==> config.mk <==
export PLATFORM = sky130hd
export DESIGN_NAME = weekday_alarm_scheduler_unit
export DESIGN_NICKNAME = d
export VERILOG_FILES = /design/src/rtl/core/was_pkg.sv /design/src/rtl/core/weekday_alarm_scheduler_unit.sv
export SDC_FILE = /design/constraint.sdc
export NUM_CORES = 1
export LEC_CHECK = 0
export BUFFER_PORTS_ARGS = -buffer_cell sky130_fd_sc_hd__buf_2
export CORE_ASPECT_RATIO = 0.6
export CORE_MARGIN = 4
export CORE_UTILIZATION = 35
export DETAILED_ROUTE_END_ITERATION = 8
export MAX_ROUTING_LAYER = met4
export PLACE_DENSITY = 0.62
export REMOVE_ABC_BUFFERS = 1
export SLEW_MARGIN = 20
export SYNTH_ARGS = -nofsm -noshare
export SYNTH_HDL_FRONTEND = slang
export SYNTH_SLANG_ARGS = --single-unit
==> constraint.sdc <==
create_clock -name clk_i -period 3.12 [get_ports clk_i]
set_clock_uncertainty 0.2 [all_clocks]
set_input_delay 0 -clock clk_i [delete_from_list [all_inputs] [get_ports clk_i]]
set_output_delay 0 -clock clk_i [all_outputs]
set_load 0.05 [all_outputs]
==> src/rtl/core/was_pkg.sv <==
// Shared types and constants for the weekday alarm scheduler.
`timescale 1ns / 1ps

package was_pkg;

  // Default size of the alarm table.
  localparam int unsigned NumAlarmsDef = 5;

  // Field widths of the item and result beats.
  localparam int unsigned MinuteW = 11;
  localparam int unsigned MaskW   = 8;
  localparam int unsigned SlotW   = 3;
  localparam int unsigned DayW    = 3;

  // A mask of exactly this value is a one-shot alarm with no weekdays.
  localparam logic [MaskW-1:0] OneShotMask = 8'h80;

  // Bit of the mask that marks a one-shot alarm.
  localparam int unsigned OneShotBit = 7;

  // Operation codes of an input beat.
  localparam logic OpWrite = 1'b0;
  localparam logic OpCheck = 1'b1;

  // One stored alarm entry.
  typedef struct packed {
    logic [MinuteW-1:0] minute;
    logic [MaskW-1:0]   mask;
  } alarm_entry_t;

endpackage

==> src/rtl/core/weekday_alarm_scheduler_unit.sv <==
// Weekday alarm scheduler: alarm table memory, next-alarm scan and fire logic.
`timescale 1ns / 1ps

// Channel  | Direction | Handshake              | Payload
// ---------+-----------+------------------------+------------------------------------------
// input    | in        | in_valid_i/in_ready_o  | operation, entry_index/minute/mask,
//          |           |                        | weekday, minute_of_day
// result   | out       | out_valid_o/out_ready_i| fired, one_shot_cleared, pending_valid,
//          |           |                        | pending_slot, wakeup_minute
//
// A write beat goes straight to the result; a check beat first scans the alarm table
// through its single read port, one entry a cycle.
// Reset clears the per-entry valid bits and the pending alarm at once; no clearing pass.
// A new beat is accepted while the previous result still waits in the output register;
// the block only stalls at the end of an item if that register is still full.

module weekday_alarm_scheduler_unit
  import was_pkg::*;
#(
  parameter int unsigned NUM_ALARMS = NumAlarmsDef
) (
  input  logic               clk_i,
  input  logic               rst_ni,
  input  logic               in_valid_i,
  output logic               in_ready_o,
  input  logic               operation_i,
  input  logic [SlotW-1:0]   entry_index_i,
  input  logic [MinuteW-1:0] entry_minute_i,
  input  logic [MaskW-1:0]   entry_mask_i,
  input  logic [DayW-1:0]    weekday_i,
  input  logic [MinuteW-1:0] minute_of_day_i,
  output logic               out_valid_o,
  input  logic               out_ready_i,
  output logic               fired_o,
  output logic               one_shot_cleared_o,
  output logic               pending_valid_o,
  output logic [SlotW-1:0]   pending_slot_o,
  output logic [MinuteW-1:0] wakeup_minute_o
);

  localparam int unsigned IdxW = (NUM_ALARMS > 1) ? $clog2(NUM_ALARMS) : 1;
  localparam logic [IdxW-1:0] LastIdx = IdxW'(NUM_ALARMS - 1);

  // Sequencer state codes.
  localparam logic [2:0] S_IDLE   = 3'd0;
  localparam logic [2:0] S_SCAN   = 3'd1;
  localparam logic [2:0] S_LAST   = 3'd2;
  localparam logic [2:0] S_UPDATE = 3'd3;
  localparam logic [2:0] S_EMIT   = 3'd4;

  logic [2:0] state_q, state_d;

  // Alarm table memory and its per-entry valid bits.
  alarm_entry_t          mem_q [NUM_ALARMS];
  logic [NUM_ALARMS-1:0] valid_q;

  logic                  wr_en;
  logic [IdxW-1:0]       wr_addr;
  alarm_entry_t          wr_data;
  logic [IdxW-1:0]       rd_addr;
  alarm_entry_t          rd_data_q;
  logic                  rd_vld_q;
  logic                  rd_ok_q;
  logic [IdxW-1:0]       rd_idx_q;
  alarm_entry_t          rd_entry;

  // Scan and item registers.
  logic [IdxW-1:0]       cnt_q;
  logic [DayW-1:0]       day_q;
  logic [MinuteW-1:0]    now_q;
  logic                  found_q;
  logic [IdxW-1:0]       best_idx_q;
  logic [MinuteW-1:0]    best_min_q;
  alarm_entry_t          pend_data_q;

  // Pending alarm state.
  logic                  pend_q;
  logic [IdxW-1:0]       pend_idx_q;
  logic [MinuteW-1:0]    pend_min_q;

  // Result flags of the current item.
  logic                  res_fired_q;
  logic                  res_cleared_q;

  logic                  in_fire;
  logic                  out_load;
  logic                  idx_in_range;
  logic [7:0]            idx_ext;
  logic [7:0]            pend_ext;
  logic [MaskW-1:0]      day_bit;
  logic                  cand_hit;
  logic                  fire_now;
  logic                  clear_now;

  assign in_ready_o   = (state_q == S_IDLE);
  assign in_fire      = in_valid_i & in_ready_o;
  assign out_load     = (state_q == S_EMIT) && (!out_valid_o || out_ready_i);
  assign idx_ext      = 8'(entry_index_i);
  assign idx_in_range = (32'(entry_index_i) < NUM_ALARMS);
  assign pend_ext     = 8'(pend_idx_q);

  // Entries never written read as all zero: minute 0, all alarms off.
  assign rd_entry = rd_vld_q ? rd_data_q : '0;

  // Candidate test for the entry coming out of the memory this cycle.
  assign day_bit  = MaskW'(1) << day_q;
  assign cand_hit = rd_ok_q
                    && (((rd_entry.mask & day_bit) != '0) || rd_entry.mask[OneShotBit])
                    && (rd_entry.minute > now_q)
                    && (!found_q || (rd_entry.minute < best_min_q));

  // Fire decision at the end of a check.
  assign fire_now  = pend_q && (!found_q || (best_idx_q != pend_idx_q));
  assign clear_now = fire_now && (pend_data_q.mask == OneShotMask);

  // Memory write port: entry writes on accept, one-shot clear on update.
  always_comb begin
    wr_en   = 1'b0;
    wr_addr = idx_ext[IdxW-1:0];
    wr_data = '{minute: entry_minute_i, mask: entry_mask_i};
    if (in_fire && (operation_i == OpWrite) && idx_in_range) begin
      wr_en = 1'b1;
    end else if ((state_q == S_UPDATE) && clear_now) begin
      wr_en   = 1'b1;
      wr_addr = pend_idx_q;
      wr_data = '{minute: pend_data_q.minute, mask: '0};
    end
  end

  assign rd_addr = cnt_q;

  // Memory array with a registered read port.
  always_ff @(posedge clk_i) begin
    if (wr_en) begin
      mem_q[wr_addr] <= wr_data;
    end
    rd_data_q <= mem_q[rd_addr];
  end

  // Valid bits and read pipeline control.
  always_ff @(posedge clk_i or negedge rst_ni) begin
    if (!rst_ni) begin
      valid_q  <= '0;
      rd_vld_q <= 1'b0;
      rd_ok_q  <= 1'b0;
      rd_idx_q <= '0;
    end else begin
      if (wr_en) begin
        valid_q[wr_addr] <= 1'b1;
      end
      rd_vld_q <= valid_q[rd_addr];
      rd_ok_q  <= (state_q == S_SCAN);
      rd_idx_q <= rd_addr;
    end
  end

  // Sequencer next state.
  always_comb begin
    state_d = state_q;
    case (state_q)
      S_IDLE: begin
        if (in_fire) begin
          state_d = (operation_i == OpCheck) ? S_SCAN : S_EMIT;
        end
      end
      S_SCAN: begin
        if (cnt_q == LastIdx) begin
          state_d = S_LAST;
        end
      end
      S_LAST:   state_d = S_UPDATE;
      S_UPDATE: state_d = S_EMIT;
      S_EMIT: begin
        if (out_load) begin
          state_d = S_IDLE;
        end
      end
      default:  state_d = S_IDLE;
    endcase
  end

  // Control state, scan bookkeeping and pending alarm.
  always_ff @(posedge clk_i or negedge rst_ni) begin
    if (!rst_ni) begin
      state_q       <= S_IDLE;
      cnt_q         <= '0;
      found_q       <= 1'b0;
      pend_q        <= 1'b0;
      pend_idx_q    <= '0;
      pend_min_q    <= '0;
      res_fired_q   <= 1'b0;
      res_cleared_q <= 1'b0;
    end else begin
      state_q <= state_d;

      // Start of an item.
      if (in_fire) begin
        cnt_q         <= '0;
        found_q       <= 1'b0;
        res_fired_q   <= 1'b0;
        res_cleared_q <= 1'b0;
        if ((operation_i == OpWrite) && idx_in_range && pend_q
            && (idx_ext[IdxW-1:0] == pend_idx_q)) begin
          pend_min_q <= entry_minute_i;
        end
      end

      // Read address walks the table.
      if ((state_q == S_SCAN) && (cnt_q != LastIdx)) begin
        cnt_q <= cnt_q + IdxW'(1);
      end

      if (cand_hit) begin
        found_q <= 1'b1;
      end

      // Pending alarm update at the end of a check.
      if (state_q == S_UPDATE) begin
        if (!pend_q) begin
          if (found_q) begin
            pend_q     <= 1'b1;
            pend_idx_q <= best_idx_q;
            pend_min_q <= best_min_q;
          end
        end else if (fire_now) begin
          res_fired_q   <= 1'b1;
          res_cleared_q <= clear_now;
          pend_q        <= found_q;
          pend_idx_q    <= found_q ? best_idx_q : '0;
          pend_min_q    <= found_q ? best_min_q : '0;
        end
      end
    end
  end

  // Item payload, best candidate and the pending entry seen during the scan.
  always_ff @(posedge clk_i) begin
    if (in_fire) begin
      day_q <= weekday_i;
      now_q <= minute_of_day_i;
    end
    if (cand_hit) begin
      best_idx_q <= rd_idx_q;
      best_min_q <= rd_entry.minute;
    end
    if (rd_ok_q && (rd_idx_q == pend_idx_q)) begin
      pend_data_q <= rd_entry;
    end
  end

  // Output register.
  always_ff @(posedge clk_i or negedge rst_ni) begin
    if (!rst_ni) begin
      out_valid_o <= 1'b0;
    end else if (out_load) begin
      out_valid_o <= 1'b1;
    end else if (out_ready_i) begin
      out_valid_o <= 1'b0;
    end
  end

  always_ff @(posedge clk_i) begin
    if (out_load) begin
      fired_o            <= res_fired_q;
      one_shot_cleared_o <= res_cleared_q;
      pending_valid_o    <= pend_q;
      pending_slot_o     <= pend_q ? pend_ext[SlotW-1:0] : '0;
      wakeup_minute_o    <= pend_q ? pend_min_q : '0;
    end
  end

  // The pending alarm always points into the table.
  assert property (@(posedge clk_i) disable iff (!rst_ni)
    pend_q |-> (32'(pend_idx_q) < NUM_ALARMS))
    else $error("pending index outside the alarm table");

  // A one-shot clear only comes with a fire.
  assert property (@(posedge clk_i) disable iff (!rst_ni)
    (out_valid_o && one_shot_cleared_o) |-> fired_o)
    else $error("one-shot cleared without a fire");

  // With nothing pending the slot and wakeup fields read zero.
  assert property (@(posedge clk_i) disable iff (!rst_ni)
    (out_valid_o && !pending_valid_o) |-> ((pending_slot_o == '0) && (wakeup_minute_o == '0)))
    else $error("pending fields not zero without a pending alarm");

  // The update step only follows a full scan.
  assert property (@(posedge clk_i) disable iff (!rst_ni)
    (state_q == S_UPDATE) |-> ($past(state_q) == S_LAST))
    else $error("update reached without a completed scan");

endmodule
==> results.md, run 1 <==
* Measured slew at the worst slew-check pin at a little over 0.8 ns
* CTS sink cnt at 213
* Post-CTS setup repair buffer count at 0
* Status: completed
* Net Switching at between 2 and 3 mW
* Final Hold Violating Endpoints at 0
* CTS tree: done
* HPWL after DPL at between 10000 and 15000 µm
* Via/cell ratio at 4.81
* VDD IR max at approximately 320 µV
* Comb power frac at between 20% and 30%
* Rows at between 40 and 50
* I/O Buffers at 59
* I/O pin count at 60
* Die width at between 200 and 250 µm
* Syn. warnings at 0
* Post-synth EDFFs at approximately 160
* Worst-skew pair later-pin latency at about 0.5 ns
* Minimum clock period at between 3 and 4 ns
* Largest net degree at the start of global routing at 36
* Cell area power density at around 820 nW/µm²
* CP dominant cell by count: dlygate4sd3_1
* Slowest cell on crit path: dlygate4sd3_1
* Initial antenna violation count at 0
* Die footprint at approximately 28000 µm²
* RSZ-0062 raised after global routing: no
* Final cycle utilization of the critical path at a little over nine tenths
* Overflow after GRT at 0
* Drt initial violations at 500
* Sum Neg Setup Slack at 0 ns
* Max Cap Viol at 0
* Switching share of total power at between 30% and 40%
* Clock Power Share at 26.6%
* Max-slew violations at 0
* CP Max Fanout at 9
* Core area at 24400 µm²
* H-tree depth at 1
* Max Freq at 0.333 GHz
* Crit path cell chain: nand2b_4, or3_1, or3_4, nor2_1, nand2_1, dlygate4sd3_1, nand3b_1, dlygate4sd3_1
* CTS Buffer Depth at 3
* Wire per inst at around 18 µm
* Internal power at 6.03 mW
* Mapped Area at 8740 µm²
* CTS Buf Count at 20
* Via count at just over 5000
* Clock-pin slew on the worst setup and hold paths at 0.07 ns
* N_diodes at 0
* Min-delay worst type: in -> reg
* CP peak stage delay at approximately 0.56 ns
* Async SR Flop Fraction at 16.4%
* First-pass GRT wire length at 31300 µm
* Die Height at about 130 µm
* Critical path type: reg -> reg
* Starting Density at 35.8%
* Register share of total power at 45.5%
* Hold WS at 0.0289 ns
* Vias in the first global route at ~5300
* Drt first pass iters at 5
* CP Launch Type: flip-flop
* Net count, final at 799
* P_leak at ~4 nW
* Area grow syn2layout at 22.9%
* Detailed Route WL at 19800 µm
* Sequential area share after synthesis at between 60% and 70%
* Final setup fails at 0
* Yosys reg bits at approximately 210
* GPL Wtd Cong at a little under 0.9
* Post-synthesis cell type count at 64
* Worst EP arrival at 3.25 ns
* Post-Synthesis Cells at 599
* Routed Antenna Nets at 0
* DRC at 0
* Mean area per synthesized cell at roughly 15 µm²
* Required @ worst endpoint at 3.36 ns
* Crit. End Element: flip-flop
* GRT Total Usage at roughly 15%
* Clk Tree Root Cell: clkbuf_16
* Synth Flop Type: edfxtp_1
* Max_slew headroom at between 40 and 50%
* Fraction of layout cells with a size suffix above 1 at between 20 and 25%
## sequential cells by signal, indices dropped and copies added (netlist names), 3 cells and up
| register | flops |
|---|---|
| best_idx_q | 3 |
| best_min_q | 11 |
| cnt_q | 3 |
| day_q | 3 |
| mem_q | 95 |
| now_q | 11 |
| pend_data_q | 19 |
| pend_idx_q | 3 |
| pend_min_q | 11 |
| pending_slot_o | 3 |
| rd_data_q | 19 |
| rd_idx_q | 3 |
| state_q | 3 |
| valid_q | 5 |
| wakeup_minute_o | 11 |
## cell type report
cell class | instances | area (µm²)
clock buffer | 24 | 537
clock inverter | 12 | 77.6
fill | 2224 | 13600
inverter | 34 | 128
multi-input combinational | 327 | 2480
sequential | 213 | 6030
tap | 322 | 403
timing repair buffer | 142 | 1090
## timing repair
action                                  in CTS  in global routing
endpoints found under the setup margin      14                 14
endpoints found under the hold margin      208                  0
resized for setup                            1                  1
hold buffers                                54                  0
## worst max-delay path: cells and delay by family, from the launching register on
kind                   cells  cell delay, ns
buffers and inverters      2            1.11
flip-flops                 1            0.47
AND/OR/NAND/NOR            6            1.17
## worst paths after layout
path,startpoint,to,slack (ns),depth (start not counted)
worst max-delay path,state_q[0],valid_q[4],0.12,8
worst min-delay path,weekday_i[2],day_q[2],0.03,2
worst max register to register,state_q[0],valid_q[4],0.12,8
worst min register to register,mem_q[4][9],rd_data_q[9],0.24,2
max in group asynchronous,rst_ni,pend_min_q[4],2.18,4
min in group asynchronous,rst_ni,cnt_q[1],0.33,4
## stage by stage
| step | area, µm² | power, mW | cells | util (%) | setup WS (ns) |
|---|---|---|---|---|---|
| after detailed placement | 9570 | 6.41 | 984 | 39.2 | -0.152 |
| final | 10700 | 8.76 | 1074 | 44.0 | 0.115 |
| after floorplan | 8610 | 5.53 | 574 | - | -0.605 |
| after CTS | 10700 | 8.83 | 1074 | 44.0 | 0.138 |
| after global routing | 10700 | 9.30 | 1074 | 44.0 | 0.0181 |
| after global placement | 9570 | 6.39 | 984 | 39.2 | -0.0539 |
## synth_stat cells, drive strengths merged (4+ instances only)
master	number	share of area, %
nand2	93	4.0
nand3	4	0.23
clkbuf	11	0.50
mux2	12	1.5
nor2	15	0.83
ha	20	2.9
mux4	21	5.4
xnor2	5	0.50
dfxtp	19	4.4
and2	29	2.1
o22ai	5	0.36
mux2i	14	1.6
a21oi	10	0.57
inv	34	1.5
edfxtp	159	55
o21ai	28	1.6
nor2b	12	0.86
nor3	9	0.64
dfrtp	35	10
buf	14	0.99
## cells in the final DEF, fill, tap and decap left out, types with 4 or more instances in the layout
master,instances
clkinv_2,5
dfxtp_1,19
edfxtp_1,159
o21ai_0,17
nand3_1,4
mux4_2,21
xnor2_1,5
ha_1,20
mux2_2,12
and2_1,29
inv_1,34
clkbuf_16,21
mux2i_1,14
o21ai_1,9
nand2_1,92
clkinv_1,6
nor3_1,7
buf_2,59
a21oi_1,10
buf_4,27
dlygate4sd3_1,53
nor2_1,13
dfrtp_1,35
nor2b_1,12
## per-layer routing
layer	part of all wire (%)	wire, µm	up-vias	GRT usage, %
met2	41	8070	135	20.6
li1	-	-	2467	-
met1	52	10200	2540	23.6
met4	1.2	233	0	2.29
met3	6.2	1230	25	3.56
met5	0	0	-	-
## logic make-up (layout without fill, tap and decap cells)
| family | Yosys count | count (layout) | share of synthesized area (%) |
|---|---|---|---|
| simple gates | 182 | 182 | 10.6 |
| compound gates | 68 | 68 | 4.94 |
| fa+ha+maj | 22 | 22 | 3.11 |
| mux | 47 | 47 | 8.56 |
| xor+xnor | 8 | 8 | 0.802 |
| flops | 213 | 213 | 69.0 |
| buf+inv | 59 | 212 | 2.95 |
## power groups by stage
| stage | sequential, mW | clock, mW | combinational, mW |
|---|---|---|---|
| floorplan | 4.20 | 0 | 1.34 |
| global placement | 4.05 | 0 | 2.35 |
| detailed placement | 4.04 | 0 | 2.38 |
| CTS | 3.99 | 2.39 | 2.45 |
| global route | 4.05 | 2.54 | 2.71 |
| finish | 3.99 | 2.33 | 2.44 |
No activity file was read; power rests on OpenSTA's default activity.
==> run 2: changes to the inputs <==
--- a/config.mk
+++ b/config.mk
@@ -5,6 +5,7 @@
 export SDC_FILE = /design/constraint.sdc
 export NUM_CORES = 1
 export LEC_CHECK = 0
+export ABC_AREA = 1
 export BUFFER_PORTS_ARGS = -buffer_cell sky130_fd_sc_hd__buf_2
 export CORE_ASPECT_RATIO = 0.6
 export CORE_MARGIN = 4
==> results.md, run 2 <==
* Final instance area at 11000 µm²
* Post-synth top area share at ~53%
* Largest net degree at the start of global routing at 44
* FF-to-FF path depth at 12
* CP dominant cell by count: nand2_1
* Max reg flops at 95
* Count leader, synth: edfxtp_1
* Final setup fails at 0
* P_leak at between 4 and 5 nW
* R2r setup slk at around 0.27 ns
* Die Height at between 100 and 150 µm
* CTS tree: done
* Hold_sp: weekday_i[1]
* Synth Flop Type: edfxtp_1
* Commonest non-fill, non-tap cell in the layout: edfxtp_1
* Biggest register: mem_q
* Worst Hold Depth at 2
* Hold Crit Endpoint: day_q[1]
* CP peak stage delay at 0.58 ns
* Max_slew headroom at about a third
* Drt first pass iters at 5
* Async SR Flop Fraction at 16.4%
* Worst EP arrival at slightly above 3 ns
* Net Switching at 3.13 mW
* Area after DPL at 9700 µm²
* Synth area leaders: edfxtp_1 53%, dfrtp_1 9.8%, nand2_1 4.9%
* Final cycle utilization of the critical path at between 90 and 100%
* Internal power at 5.99 mW
* Crit. End Element: flip-flop
* Max Freq at ~0.35 GHz
* Mapped Area at ~9000 µm²
* Status: completed
* HPWL after DPL at between 10000 and 15000 µm
* First-pass GRT wire length at approximately 34000 µm
* Crit path cell chain: inv_2, nand2_1, nand2_1, nor2_2, nand2_2, nand3_4, nand2_1, nand2_1, nand2_1, dlygate4sd3_1, o21ai_1, dlygate4sd3_1
* CP Max Fanout at 8
* Comb power frac at ~30%
* Via/cell ratio at just under 5
* Clk Tree Root Cell: clkbuf_16
* Drt initial violations at roughly 570
* I/O pin count at 60
* Largest registers: mem_q: 95 flops, pend_data_q: 19 flops, rd_data_q: 19 flops
* DRC at 0
* Overflow after GRT at 0
* Clock Power Share at between 20% and 30%
* Cell area power density at slightly above 800 nW/µm²
* Post-synthesis cell type count at 39
* Slowest cell on crit path: dlygate4sd3_1
* CTS sink cnt at around 210
* Starting Density at between 30% and 40%
* Minimum clock period at roughly 2.9 ns
* Overall Power at a little over 9 mW
* Fin worst setup slack at about 0.27 ns
* Die width at approximately 210 µm
* Post-Synthesis Cells at 808
* Critical path type: reg -> reg
* Final Util at a little over two fifths
* CTS Buffer Depth at 3
* Yosys reg bits at between 200 and 250
* Switching share of total power at 34.3%
* Sequential area share after synthesis at between 60% and 70%
* Fin cells at about 1300
* Max-slew violations at 0
* Routed Antenna Nets at 0
* Rows at 45
* Final Hold Violating Endpoints at 0
* Clock-pin slew on the worst setup and hold paths at about 0.06 ns
* Detailed Route WL at 20800 µm
* Core area at 25200 µm²
* Net count, final at slightly above 1000
* Die footprint at about 28000 µm²
* Initial antenna violation count at 0
* GPL Wtd Cong at around 0.89
* Commonest non-fill, non-tap cells in the layout: 159 x edfxtp_1, 116 x nand2_1, 114 x nor2_1
* RSZ-0062 raised after global routing: no
* Required @ worst endpoint at 3.36 ns
* Max Cap Viol at 0
* Commonest cells post-synth: 159 x edfxtp_1, 116 x nand2_1, 114 x nor2_1, 98 x inv_1, 53 x o21ai_0
* Wire per inst at about 16 µm
* Critical R2R Launch: pend_idx_q[0]
* Post-synth EDFFs at 159
* I/O Buffers at 59
* CTS Buf Count at 21
* Reg2Reg Capture Point: valid_q[4]
* Fraction of layout cells with a size suffix above 1 at roughly 14%
* Measured slew at the worst slew-check pin at ~1 ns
* H-tree depth at 1
* N_diodes at 0
* Min-delay worst type: in -> reg
* CP Launch Type: flip-flop
* Area grow syn2layout at 22.8%
* Yosys top cell by area: edfxtp_1
* Worst-skew pair later-pin latency at 0.50 ns
* GRT Total Usage at 15.2%
* Vias in the first global route at roughly 6100
* VDD IR max at just over 400 µV
* Via count at roughly 6200
* Register share of total power at roughly 44%
* Worst slack, placed at around 0.22 ns
* Dpl cells at ~1200
* Syn. warnings at 0
* Mean area per synthesized cell at ~11 µm²
[run 2: metal layers]
layer | track usage [%] | vias to the layer above | part of all wire (%)
met5 | - | - | 0
met3 | 2.99 | 35 | 5.6
met1 | 23.3 | 3039 | 53
met4 | 2.88 | 0 | 1.7
li1 | - | 3017 | -
met2 | 21.1 | 155 | 40
[run 2: through the flow]
step / hold slack (ns) / TNS [ns]
final: 0.0127 / 0
after global routing: 0.0116 / 0
after CTS: 0.000726 / 0
after detailed placement: -0.0452 / 0
after global placement: -0.0612 / 0
after floorplan: -0.496 / -62.05
[run 2: layout make-up]
class | instances | area (µm²)
fillers | 2368 | 14200
inverters | 103 | 387
repair buffers | 148 | 1130
clock buffers | 28 | 562
multi-input cells | 461 | 2400
clock inverters | 9 | 76.3
well taps | 329 | 412
flip-flops and latches | 213 | 6030
[run 2: power groups by stage]
stage          Clock (mW)  Combinational [mW]  Sequential [mW]
6_report             2.38                2.73             4.01
5_1_grt              2.56                3.11             4.06
4_1_cts              2.45                2.74             4.00
3_5_place_dp            0                2.56             4.05
3_3_place_gp            0                2.50             4.06
2_1_floorplan           0                1.51             4.21
[run 2: worst max-delay path, delay by kind of cell, from the launching register on]
kind,cells,cell delay (ns)
AOI/OAI and AO/OA,1,0.12
buffers and inverters,3,1.25
DFF,1,0.44
and+or+nand+nor,8,0.77
[run 2: logic make-up (layout without fill, tap and decap cells)]
| group | Yosys count | in the layout | synth area share, % |
|---|---|---|---|
| xor+xnor | 4 | 4 | 0.391 |
| compound gates | 132 | 132 | 7.92 |
| simple gates | 294 | 294 | 14.2 |
| mux | 11 | 11 | 1.42 |
| buf+inv | 134 | 288 | 5.95 |
| flops | 213 | 213 | 67.3 |
| fa+ha+maj | 20 | 20 | 2.79 |
[run 2: how the worst max path moves through the flow]
stage                             start             end  slack [ns]
after detailed placement       rd_vld_q   best_min_q[6]        0.22
final                     pend_idx_q[0]      valid_q[4]        0.27
after global placement         rd_vld_q   best_min_q[7]        0.34
after CTS                 pend_idx_q[0]      valid_q[4]        0.18
after global routing      pend_idx_q[0]      valid_q[4]        0.11
after floorplan           pend_idx_q[2]  pend_data_q[0]       -1.29
[run 2: what timing repair did]
item | CTS | global route
endpoints found under the setup margin | 0 | 9
hold buffers | 64 | 0
setup buffers | 0 | 1
endpoints found under the hold margin | 187 | 0
gates resized for setup | 0 | 1
